File: src/hw/rtl/fwdqt_pkg.sv
// ----------------------------------------------------------------------------
// fwdqt_pkg
// Types and constants shared by the 4WD / quick turn controller modules.
// ----------------------------------------------------------------------------
`default_nettype none

package fwdqt_pkg;

  // fixed timing constants in milliseconds
  localparam logic [15:0] QT_BLOCK_RELEASE_MS = 16'd300;
  localparam logic [15:0] HOLD_MS             = 16'd100;
  localparam logic [15:0] RECONNECT_MS        = 16'd200;
  localparam logic [15:0] TICK_MS             = 16'd10;

  // panel drive modes
  localparam logic [1:0] MODE_OFF    = 2'd0;
  localparam logic [1:0] MODE_MANUAL = 2'd1;

  // configuration register indexes
  localparam int unsigned CFG_IDX_W = 3;
  localparam logic [CFG_IDX_W-1:0] REG_QT_CUTOUT_SPEED     = 3'd0;
  localparam logic [CFG_IDX_W-1:0] REG_AWD_CUTOUT_SPEED    = 3'd1;
  localparam logic [CFG_IDX_W-1:0] REG_AWD_RECONNECT_SPEED = 3'd2;
  localparam logic [CFG_IDX_W-1:0] REG_QT_ENGAGE_MS        = 3'd3;
  localparam logic [CFG_IDX_W-1:0] REG_LAMP_ON_MS          = 3'd4;
  localparam logic [CFG_IDX_W-1:0] REG_LAMP_CYCLE_MS       = 3'd5;

  localparam int unsigned CFG_DATA_W = 14;
  localparam int unsigned IN_DATA_W  = 24;
  localparam int unsigned OUT_DATA_W = 8;

  typedef struct packed {
    logic [11:0] qt_cutout_speed;
    logic [11:0] awd_cutout_speed;
    logic [11:0] awd_reconnect_speed;
    logic [13:0] qt_engage_ms;
    logic [13:0] lamp_on_ms;
    logic [13:0] lamp_cycle_ms;
  } cfg_t;

  typedef struct packed {
    logic [11:0] vehicle_speed;
    logic        reversing;
    logic        steering_turned;
    logic        side_brake;
    logic        brake_pedal;
    logic        qt_value;
    logic        qt_write;
    logic [1:0]  drive_mode;
    logic        power_ready;
    logic        tick_10ms;
  } req_t;

  typedef struct packed {
    logic speed_limited;
    logic qt_active;
    logic qt_cancelled;
    logic qt_flashing;
    logic qt_lamp;
    logic awd_lamp;
    logic qt_valve;
    logic awd_valve;
  } res_t;

  typedef struct packed {
    logic        qt_enabled;
    logic        qt_speed_block;
    logic [15:0] qt_block_timer;
    logic [15:0] steer_hold_timer;
    logic [15:0] qt_run_timer;
    logic [15:0] awd_holdoff_timer;
    logic [15:0] brake_hold_timer;
    logic [15:0] reconnect_timer;
    logic [15:0] lamp_blink_timer;
    logic        speed_limit_flag;
    logic        flash_flag;
  } state_t;

endpackage

`default_nettype wire

File: src/hw/rtl/fwdqt_step.sv
// ----------------------------------------------------------------------------
// fwdqt_step
// One control step: next controller state and result from the current
// state, the configuration and one request.
// ----------------------------------------------------------------------------
`default_nettype none

module fwdqt_step
  import fwdqt_pkg::*;
(
  input  state_t state,
  input  cfg_t   cfg,
  input  req_t   req,
  output state_t state_next,
  output res_t   res
);

  state_t      s;
  logic        awd_v;
  logic        qt_v;
  logic        awd_l;
  logic        qt_l;
  logic        cancel;
  logic        ready;
  logic        go_auto;
  logic        tick;
  logic [15:0] speed;

  always_comb begin
    s       = state;
    awd_v   = 1'b0;
    qt_v    = 1'b0;
    awd_l   = 1'b0;
    qt_l    = 1'b0;
    cancel  = 1'b0;
    ready   = 1'b0;
    go_auto = 1'b0;
    tick    = req.tick_10ms;
    speed   = {4'd0, req.vehicle_speed};

    // panel write comes first
    if (req.qt_write) begin
      s.qt_enabled = req.qt_value;
    end

    if (!req.power_ready) begin
      s.qt_enabled        = 1'b0;
      s.awd_holdoff_timer = '0;
    end else begin
      // quick turn speed block with release delay
      if ({4'd0, cfg.qt_cutout_speed} <= speed) begin
        s.qt_speed_block = 1'b1;
        s.qt_block_timer = '0;
      end else if (s.qt_block_timer >= QT_BLOCK_RELEASE_MS) begin
        s.qt_speed_block = 1'b0;
      end else if (tick) begin
        s.qt_block_timer = s.qt_block_timer + TICK_MS;
      end

      if (req.drive_mode == MODE_OFF) begin
        // off mode: brake hold engages 4wd
        s.lamp_blink_timer = '0;
        s.flash_flag       = 1'b0;
        s.qt_run_timer     = '0;
        s.speed_limit_flag = 1'b0;
        s.qt_enabled       = 1'b0;
        if (!req.brake_pedal || req.side_brake) begin
          s.brake_hold_timer = '0;
        end else if (s.brake_hold_timer <= HOLD_MS) begin
          if (tick) begin
            s.brake_hold_timer = s.brake_hold_timer + TICK_MS;
          end
        end else begin
          awd_v = 1'b1;
        end
      end else if (s.qt_enabled) begin
        // quick turn enabled: steering hold then engage delay
        qt_l = 1'b1;
        if (req.steering_turned && !req.reversing) begin
          if (s.steer_hold_timer <= HOLD_MS) begin
            if (tick) begin
              s.steer_hold_timer = s.steer_hold_timer + TICK_MS;
            end
          end else begin
            ready = 1'b1;
          end
        end else begin
          s.steer_hold_timer = '0;
        end
        if (ready && s.qt_speed_block) begin
          cancel       = 1'b1;
          s.qt_enabled = 1'b0;
          ready        = 1'b0;
        end
        if (ready) begin
          if (tick) begin
            s.qt_run_timer = s.qt_run_timer + TICK_MS;
          end
          if (s.qt_run_timer >= {2'd0, cfg.qt_engage_ms}) begin
            s.qt_run_timer      = {2'd0, cfg.qt_engage_ms};
            s.awd_holdoff_timer = {2'd0, cfg.qt_engage_ms};
            qt_v                = 1'b1;
            s.flash_flag        = 1'b1;
          end
        end else begin
          s.qt_run_timer = '0;
          go_auto        = 1'b1;
        end
      end else if (req.drive_mode == MODE_MANUAL) begin
        awd_v = 1'b1;
      end else begin
        go_auto = 1'b1;
      end

      // auto mode section
      if (go_auto) begin
        if (!s.qt_enabled) begin
          s.awd_holdoff_timer = '0;
        end
        if (!qt_l) begin
          awd_l = 1'b1;
        end
        if (s.awd_holdoff_timer != '0) begin
          // hold-off countdown, saturating at zero
          if (tick) begin
            s.awd_holdoff_timer = (s.awd_holdoff_timer > TICK_MS) ?
                                  s.awd_holdoff_timer - TICK_MS : '0;
          end
        end else begin
          awd_v        = 1'b1;
          s.flash_flag = 1'b0;

          // speed cutout and reconnect
          if ({4'd0, cfg.awd_cutout_speed} <= speed) begin
            s.speed_limit_flag = 1'b1;
            s.reconnect_timer  = '0;
          end else if (s.speed_limit_flag) begin
            if ({4'd0, cfg.awd_reconnect_speed} >= speed) begin
              if (tick) begin
                s.reconnect_timer = s.reconnect_timer + TICK_MS;
              end
              if (s.reconnect_timer >= RECONNECT_MS) begin
                s.speed_limit_flag = 1'b0;
              end
            end else begin
              s.reconnect_timer = '0;
            end
          end

          if (tick) begin
            s.lamp_blink_timer = s.lamp_blink_timer + TICK_MS;
          end

          // lamp blink while speed limited
          if (s.speed_limit_flag) begin
            awd_v = 1'b0;
            if (awd_l) begin
              if (s.lamp_blink_timer >= {2'd0, cfg.lamp_on_ms}) begin
                awd_l = 1'b0;
              end else begin
                s.lamp_blink_timer = '0;
              end
            end
          end else begin
            s.lamp_blink_timer = '0;
          end

          if (s.lamp_blink_timer >= {2'd0, cfg.lamp_cycle_ms}) begin
            s.lamp_blink_timer = '0;
          end
        end
      end
    end
  end

  assign state_next        = s;
  assign res.awd_valve     = awd_v;
  assign res.qt_valve      = qt_v;
  assign res.awd_lamp      = awd_l;
  assign res.qt_lamp       = qt_l;
  assign res.qt_flashing   = s.flash_flag;
  assign res.qt_cancelled  = cancel;
  assign res.qt_active     = s.qt_enabled;
  assign res.speed_limited = s.speed_limit_flag;

endmodule

`default_nettype wire

File: src/hw/rtl/four_wheel_drive_quick_turn_ctrl.sv
// Each result is registered, valid the cycle after its request is accepted.
// Throughput: one request per clock while m_tready is high; the result
// register frees in the same cycle it is taken, so s_tready stays high.
// Each step is one pass through the step logic between the state registers.
// Reset (rst, synchronous): all timers and flags clear, configuration takes
// its default values, no result is pending.
`default_nettype none

module four_wheel_drive_quick_turn_ctrl
  import fwdqt_pkg::*;
(
  input  wire logic                  clk,
  input  wire logic                  rst,
  // configuration write port
  input  wire logic                  cfg_wr_en,
  input  wire logic [CFG_IDX_W-1:0]  cfg_index,
  input  wire logic [CFG_DATA_W-1:0] cfg_data,
  // request stream
  input  wire logic                  s_tvalid,
  output logic                       s_tready,
  // tick_10ms, power_ready, drive_mode[1:0], qt_write, qt_value, brake_pedal,
  // side_brake, steering_turned, reversing, vehicle_speed[11:0], zero pad[1:0]
  input  wire logic [IN_DATA_W-1:0]  s_tdata,
  // result stream
  output logic                       m_tvalid,
  input  wire logic                  m_tready,
  // awd_valve, qt_valve, awd_lamp, qt_lamp, qt_flashing, qt_cancelled,
  // qt_active, speed_limited
  output logic [OUT_DATA_W-1:0]      m_tdata
);

  cfg_t   cfg;
  state_t state;
  state_t state_next;
  req_t   req;
  res_t   res;
  logic   s_fire;

  assign req      = req_t'(s_tdata[IN_DATA_W-3:0]);
  assign s_tready = !m_tvalid || m_tready;
  assign s_fire   = s_tvalid && s_tready;

  // configuration registers
  always_ff @(posedge clk) begin
    if (rst) begin
      cfg.qt_cutout_speed     <= 12'd100;
      cfg.awd_cutout_speed    <= 12'd150;
      cfg.awd_reconnect_speed <= 12'd120;
      cfg.qt_engage_ms        <= 14'd500;
      cfg.lamp_on_ms          <= 14'd500;
      cfg.lamp_cycle_ms       <= 14'd1000;
    end else if (cfg_wr_en) begin
      case (cfg_index)
        REG_QT_CUTOUT_SPEED:     cfg.qt_cutout_speed     <= cfg_data[11:0];
        REG_AWD_CUTOUT_SPEED:    cfg.awd_cutout_speed    <= cfg_data[11:0];
        REG_AWD_RECONNECT_SPEED: cfg.awd_reconnect_speed <= cfg_data[11:0];
        REG_QT_ENGAGE_MS:        cfg.qt_engage_ms        <= cfg_data;
        REG_LAMP_ON_MS:          cfg.lamp_on_ms          <= cfg_data;
        REG_LAMP_CYCLE_MS:       cfg.lamp_cycle_ms       <= cfg_data;
        default: ;
      endcase
    end
  end

  // step logic
  fwdqt_step u_step (
    .state      (state),
    .cfg        (cfg),
    .req        (req),
    .state_next (state_next),
    .res        (res)
  );

  // controller state, updated once per accepted request
  always_ff @(posedge clk) begin
    if (rst) begin
      state <= '0;
    end else if (s_fire) begin
      state <= state_next;
    end
  end

  // result register
  always_ff @(posedge clk) begin
    if (rst) begin
      m_tvalid <= 1'b0;
    end else if (s_fire) begin
      m_tvalid <= 1'b1;
    end else if (m_tready) begin
      m_tvalid <= 1'b0;
    end
  end

  always_ff @(posedge clk) begin
    if (s_fire) begin
      m_tdata <= res;
    end
  end

endmodule

`default_nettype wire

File: config.mk
export PLATFORM = sky130hd
export DESIGN_NAME = four_wheel_drive_quick_turn_ctrl
export DESIGN_NICKNAME = d
export VERILOG_FILES = /design/src/hw/rtl/fwdqt_pkg.sv /design/src/hw/rtl/fwdqt_step.sv /design/src/hw/rtl/four_wheel_drive_quick_turn_ctrl.sv
export SDC_FILE = /design/constraint.sdc
export NUM_CORES = 1
export LEC_CHECK = 0
export BUFFER_PORTS_ARGS = -buffer_cell sky130_fd_sc_hd__buf_2
export CORE_MARGIN = 8
export CORE_UTILIZATION = 57
export DETAILED_ROUTE_END_ITERATION = 7
export GPL_ROUTABILITY_DRIVEN = 1
export HOLD_SLACK_MARGIN = 0.08
export PLACE_DENSITY = 0.77
export SYNTH_ARGS = -nofsm -noshare
export SYNTH_HDL_FRONTEND = slang
export SYNTH_HIERARCHICAL = 1
export SYNTH_SLANG_ARGS = --single-unit
File: constraint.sdc
create_clock -name clk -period 6.4 [get_ports clk]
set_input_delay 0.32 -clock clk [delete_from_list [all_inputs] [get_ports clk]]
set_output_delay 0.32 -clock clk [all_outputs]
set_load 0.1 [all_outputs]
=== Word-level counts from Yosys, hierarchy flattened ===
Index checks and enable logic that the tools add are counted.

* Eq/ne operators: 10
* $lt $le $gt $ge: 11
* Muxes and demuxes: 109
* Reductions and logical operators: 31
* $add $sub $neg: 7
* Bitwise logic cells: 5

{| class="wikitable"
|+ Operators with widths
! operator !! count
|-
| two-way mux 16 bit || 46
|-
| adder 16 x 4 -> 16 bit, second input constant || 6
|-
| two-way mux 17 bit || 4
|-
| two-way mux 32 bit || 2
|-
| two-way mux 1 bit || 54
|-
| greater-or-equal comparator 16 x 14 -> 1 bit || 3
|-
| two-way mux 18 bit || 2
|-
| less-or-equal comparator 16 x 7 -> 1 bit, second input constant || 2
|-
| less-or-equal comparator 12 bit || 2
|-
| greater-or-equal comparator 16 x 8 -> 1 bit, second input constant || 1
|-
| greater-or-equal comparator 16 x 9 -> 1 bit, second input constant || 1
|-
| greater-than comparator 16 x 4 -> 1 bit, second input constant || 1
|-
| AND reduction 2 bit || 8
|-
| nonzero test 16 bit || 1
|-
| subtractor 16 x 4 -> 16 bit, second input constant || 1
|-
| greater-or-equal comparator 12 bit || 1
|-
| AND reduction 5 bit || 2
|-
| nonzero test 2 bit || 5
|-
| equality test 3 x 2 -> 1 bit, second input constant || 2
|-
| equality test 3 bit, second input constant || 2
|-
| inequality test 3 x 2 -> 1 bit, second input constant || 2
|-
| AND reduction 6 bit || 1
|-
| NOT 1 bit || 5
|-
| inequality test 2 bit, second input constant || 2
|-
| other kinds (12) || 17
|}

* Flip-flop bits (word level): 203
* Logic and storage cells: 196

=== Longest topological paths before layout ===
* Word-level depth: 44
* Gate-level depth with buffers: 32

=== Modules after synthesis ===
The synthesis kept the hierarchy.

{| class="wikitable"
|+ Modules (own cells, without submodules)
! module !! sequential area each (um^2) !! times used !! cells an instance !! area each (um^2)
|-
| four_wheel_drive_quick_turn_ctrl || 4,144.0 || 1 || 844 || 7,991.4
|-
| fwdqt_step || 0.0 || 1 || 964 || 6,063.3
|}

=== Worst setup path before layout ===
OpenSTA, ideal clock, no wires.

* Kind: input to register
* From: input port s_tdata[2]
* To: register state[13] (netlist name)
* Path slack: 0.379 ns
* Data arrival time: 5.950 ns
* Buffers on the path: 2
* Required time: 6.330 ns
* Stages on the path: 32
* Path through: or2_2 > clkbuf_1 > nand2_1 > inv_1 > ha_1 > o211ai_1 > nor2_1 > nand2_1 > xnor2_1 > inv_1 > ha_1 > and4_1 > a211oi_1 > o211ai_1 > a221oi_1 > o21ai_0 > o21bai_1 > clkbuf_1 > or2_2 > ha_1 > nand2b_1 > a21o_1 > a21o_1 > a21oi_1 > o21ai_0 > a221oi_1 > nor2b_1 > nor4_2 > nand2_1 > o32ai_1 > nand3_1 > a21oi_1

* Cells in the longest elaborated chain, start to end: 19
* Elaborated cells on any way between the ends: 41
* Those cells by class: 1 x add/sub; 2 x order compare; 1 x eq/ne; 35 x mux; 2 x reduce/logical

{| class="wikitable"
|+ Ends and longest elaborated chain
! what !! RTL line !! text
|-
| start: declaration || four_wheel_drive_quick_turn_ctrl.sv:23 || <nowiki>input wire logic [IN_DATA_W-1:0] s_tdata,</nowiki>
|-
| zero test 2 bit || fwdqt_step.sv:60 || <nowiki>if (req.drive_mode == MODE_OFF) begin</nowiki>
|-
| two-way mux 17 bit || fwdqt_step.sv:60 ||
|-
| two-way mux 17 bit || fwdqt_step.sv:46 || <nowiki>if (!req.power_ready) begin</nowiki>
|-
| adder 16 x 4 -> 16 bit || fwdqt_step.sv:151 || <nowiki>s.lamp_blink_timer = s.lamp_blink_timer + TICK_MS;</nowiki>
|-
| two-way mux 16 bit || fwdqt_step.sv:150 || <nowiki>if (tick) begin</nowiki>
|-
| two-way mux 16 bit || fwdqt_step.sv:123 || <nowiki>if (s.awd_holdoff_timer != '0) begin</nowiki>
|-
| two-way mux 16 bit || fwdqt_step.sv:116 || <nowiki>if (go_auto) begin</nowiki>
|-
| two-way mux 16 bit || fwdqt_step.sv:46 ||
|-
| [... 3 more ...] || - ||
|-
| two-way mux 16 bit || fwdqt_step.sv:155 || <nowiki>if (s.speed_limit_flag) begin</nowiki>
|-
| two-way mux 16 bit || fwdqt_step.sv:123 ||
|-
| two-way mux 16 bit || fwdqt_step.sv:116 ||
|-
| two-way mux 16 bit || fwdqt_step.sv:46 ||
|-
| greater-or-equal comparator 16 x 14 -> 1 bit || fwdqt_step.sv:168 || <nowiki>if (s.lamp_blink_timer >= {2'd0, cfg.lamp_cycle_ms}) begin</nowiki>
|-
| two-way mux 16 bit || fwdqt_step.sv:168 ||
|-
| two-way mux 18 bit || fwdqt_step.sv:123 ||
|-
| two-way mux 18 bit * || fwdqt_step.sv:116 ||
|}

Mark *: on every way between the ends. The rest lies on a longest branch, timed or not. The select of a mux whose other input is x is not followed.
A chain may end at the register's enable or synchronous reset.

=== Worst setup path after layout ===
* From: register state[3] (netlist name)
* To: register state[12] (netlist name)

* Cells in the longest elaborated chain, start to end: 18

{| class="wikitable"
|+ Ends and longest elaborated chain
! what !! RTL line !! text
|-
| two-way mux 17 bit * || fwdqt_step.sv:60 ||
|-
| two-way mux 17 bit * || fwdqt_step.sv:46 ||
|-
| adder 16 x 4 -> 16 bit || fwdqt_step.sv:151 ||
|-
| two-way mux 16 bit * || fwdqt_step.sv:150 ||
|-
| two-way mux 16 bit * || fwdqt_step.sv:123 ||
|-
| two-way mux 16 bit * || fwdqt_step.sv:116 ||
|-
| two-way mux 16 bit * || fwdqt_step.sv:46 ||
|-
| greater-or-equal comparator 16 x 14 -> 1 bit || fwdqt_step.sv:158 || <nowiki>if (s.lamp_blink_timer >= {2'd0, cfg.lamp_on_ms}) begin</nowiki>
|-
| [... 2 more ...] || - ||
|-
| two-way mux 16 bit * || fwdqt_step.sv:155 ||
|-
| two-way mux 16 bit * || fwdqt_step.sv:123 ||
|-
| two-way mux 16 bit * || fwdqt_step.sv:116 ||
|-
| two-way mux 16 bit * || fwdqt_step.sv:46 ||
|-
| greater-or-equal comparator 16 x 14 -> 1 bit || fwdqt_step.sv:168 ||
|-
| two-way mux 16 bit * || fwdqt_step.sv:168 ||
|-
| two-way mux 18 bit * || fwdqt_step.sv:123 ||
|-
| two-way mux 18 bit * || fwdqt_step.sv:116 ||
|}

Marked as above.

==> run_results.csv <==
group,metric,value,unit
job,cap_violations,0,
routing,firstDrtPassIters,6,
global_route,grt_pass1_vias,11791,
yosys,syn_inst,1798,
sta,post-route-period-util,0.910,
cts,clk_pin_slew,0.06,ns
layout,final_nets,1901,
placement,gp_congestion,0.943,
sta,maxSlewViolCount,0,
placement,dp.cells,2061,
sta,finalHoldViolations,0,
critical_path,required,6.84,ns
global_route,grt_overflow,0,
placement,postPlaceCellArea,14200,µm²
sta,max_freq,172,MHz
global_route,grt_max_degree,131,
pwr,ir_drop,172,µV
sta,setup_viol,0,
pwr,powerDensity,197,nW/µm²
yosys,synth_warnings,6,
routing,viasPerCell,6.09,
cts,cts_buffers,24,
pwr,intPower,2.17,mW
critical_path,worstPathArrival,6.26,ns
layout,ff_latch_area,4100,µm²
layout,fin_cells,2112,
cts,htreeDepth,1,
yosys,synthesis.area,14000,µm²
die,ios,56,
layout,final_area,15100,µm²
pwr,cellLeakagePower,6.01,nW
cts,clk_latency,0.53,ns
die,dieArea,29800,µm²
global_route,grt_antenna_before_repair,0,
die,rows,57,
yosys,syn_nets,1929,
sta,worstMarginPinSlew,1.17,ns
die,die_w,173,µm
cts,cts_tree,"built",
critical_path,cp_max_fo,14,
critical_path,cpMaxStageDelayCell,"dfxtp_1",
sta,period_minus_slack,5.82,ns
die,fp.coreArea,24200,µm²
pwr,pwr-share-comb,0.101,
layout,fill_cells,2107,
cts,clockBufferDepth,3,
cts,cts_sinks,201,
outcome,status,"finished clean",
sta,maxSlewHeadroom,0.220,
cts,root_buffer,"clkbuf_16",
routing,drc_errors,0,
pwr,clkPwrFrac,0.465,
routing,wirelength,36400,µm
critical_path,crit_path_max_incr_delay,0.37,ns
layout,drive_gt1_frac,0.140,
routing,ant_nets,0,
routing,vias,12871,
sta,grt_setup_unrepaired,"no",
min_path,min_path_type,"in2reg",
critical_path,crit_path_frequent_cell,"ha_1",
placement,port_buffers,53,
global_route,grt_usage,0.232,
die,floorplan.initialDensity,0.577,
pwr,switching_power,0.793,mW
pwr,p_sw_frac,0.267,
critical_path,endpoint_kind,"flip-flop",
global_route,grt_pass1_wl,59700,µm
layout,multiInputGateArea,9000,µm²
yosys,syn_area_per_cell,7.76,µm²
critical_path,path_class,"reg2reg",
routing,drt-initial-drc-count,1213,
pwr,seq_power_share,0.434,
layout,area_growth,8.00,%
die,die_h,173,µm
routing,wire_per_inst,17.2,µm
sta,finalClockSkew,0.0235,ns
sta,finalSetupTns,0,ns
critical_path,worstSetupStartpointType,"flip-flop",
placement,dp_hpwl,24900,µm
critical path: cells and delay by family (launching register included):
| kind | cells | cell delay, ns |
|---|---|---|
| fa+ha+maj | 3 | 0.73 |
| buf+inv | 4 | 0.59 |
| compound gates | 14 | 2.63 |
| xor+xnor | 1 | 0.25 |
| simple gates | 8 | 1.16 |
| flops | 1 | 0.37 |
worst paths after layout:
kind / start / to / slack [ns] / cells past startpoint
max: state[3] / state[12] / 0.58 / 30
min: cfg_data[13] / cfg[13] / 0.09 / 3
max reg2reg: state[3] / state[12] / 0.58 / 30
min reg2reg: cfg[66] / cfg[66] / 0.46 / 2
per-stage QoR:
| step | util | hold WS [ns] | setup slack, ns | power, mW |
|---|---|---|---|---|
| after floorplan | - | 0.436 | 0.381 | 1.53 |
| after global placement | 0.587 | 0.444 | 0.413 | 1.60 |
| after detailed placement | 0.587 | 0.450 | 0.249 | 1.61 |
| after CTS | 0.623 | 0.0850 | 0.524 | 2.99 |
| after global routing | 0.624 | 0.0889 | 0.0376 | 3.07 |
| final | 0.624 | 0.0887 | 0.578 | 2.97 |
layer usage:
layer | share of wire | GRT usage
met1 | 0.46 | 0.319
met2 | 0.45 | 0.369
met4 | 0.027 | 0.0707
met5 | 0 | 0
met3 | 0.064 | 0.0350
flip-flops by register name (all words and copies together) (netlist names):
signal / count
state: 114
cfg: 78
m_tdata: 8
m_tvalid: 1
placed cells by master, fill, tap and decap left out, types with 5 or more instances in the layout:
master and instances:
and3_1 15, nor4_1 5, dfxtp_1 193, nor2b_1 36, buf_4 18, a22o_1 6
xnor2_1 29, nand3_1 152, a21bo_2 111, or3_1 9, nor3_1 48, inv_1 76
clkbuf_16 25, a211oi_1 8, buf_2 51, ha_1 85, nand2_1 159, o21ai_0 75
clkinvlp_4 5, a21oi_1 209, a31oi_1 15, nor2_1 138, a21o_1 23, edfxtp_1 8
dlygate4sd3_1 7, mux2_2 6, o21a_1 6, o21ai_1 18, mux2i_1 50, o31ai_1 8
and2_1 19, xor2_1 15, o211ai_1 7, or2_2 7, nand4_1 24, nand2b_1 18
power groups by stage:
stage          sequential, mW  combinational (mW)  clock [mW]
2_1_floorplan            1.34               0.189           0
3_3_place_gp             1.32               0.286           0
3_5_place_dp             1.32               0.291           0
4_1_cts                  1.29               0.296        1.40
5_1_grt                  1.29               0.327        1.45
6_report                 1.29               0.300        1.38
layout make-up:
type / instances / area share
Multi-Input combinational cell: 1389 / 0.597
Sequential cell: 201 / 0.272
Clock buffer: 30 / 0.0441
Timing Repair Buffer: 78 / 0.0320
Tap cell: 324 / 0.0269
Inverter: 76 / 0.0189
Clock inverter: 13 / 0.00896
Antenna cell: 1 / 0.000166
timing repair:
action,CTS,global route
endpoints found under the setup margin,0,6
hold buffers,7,0
setup buffers,0,0
endpoints found under the hold margin,10,0
gates resized for setup,0,2
Power figures use the tool's default switching activity.
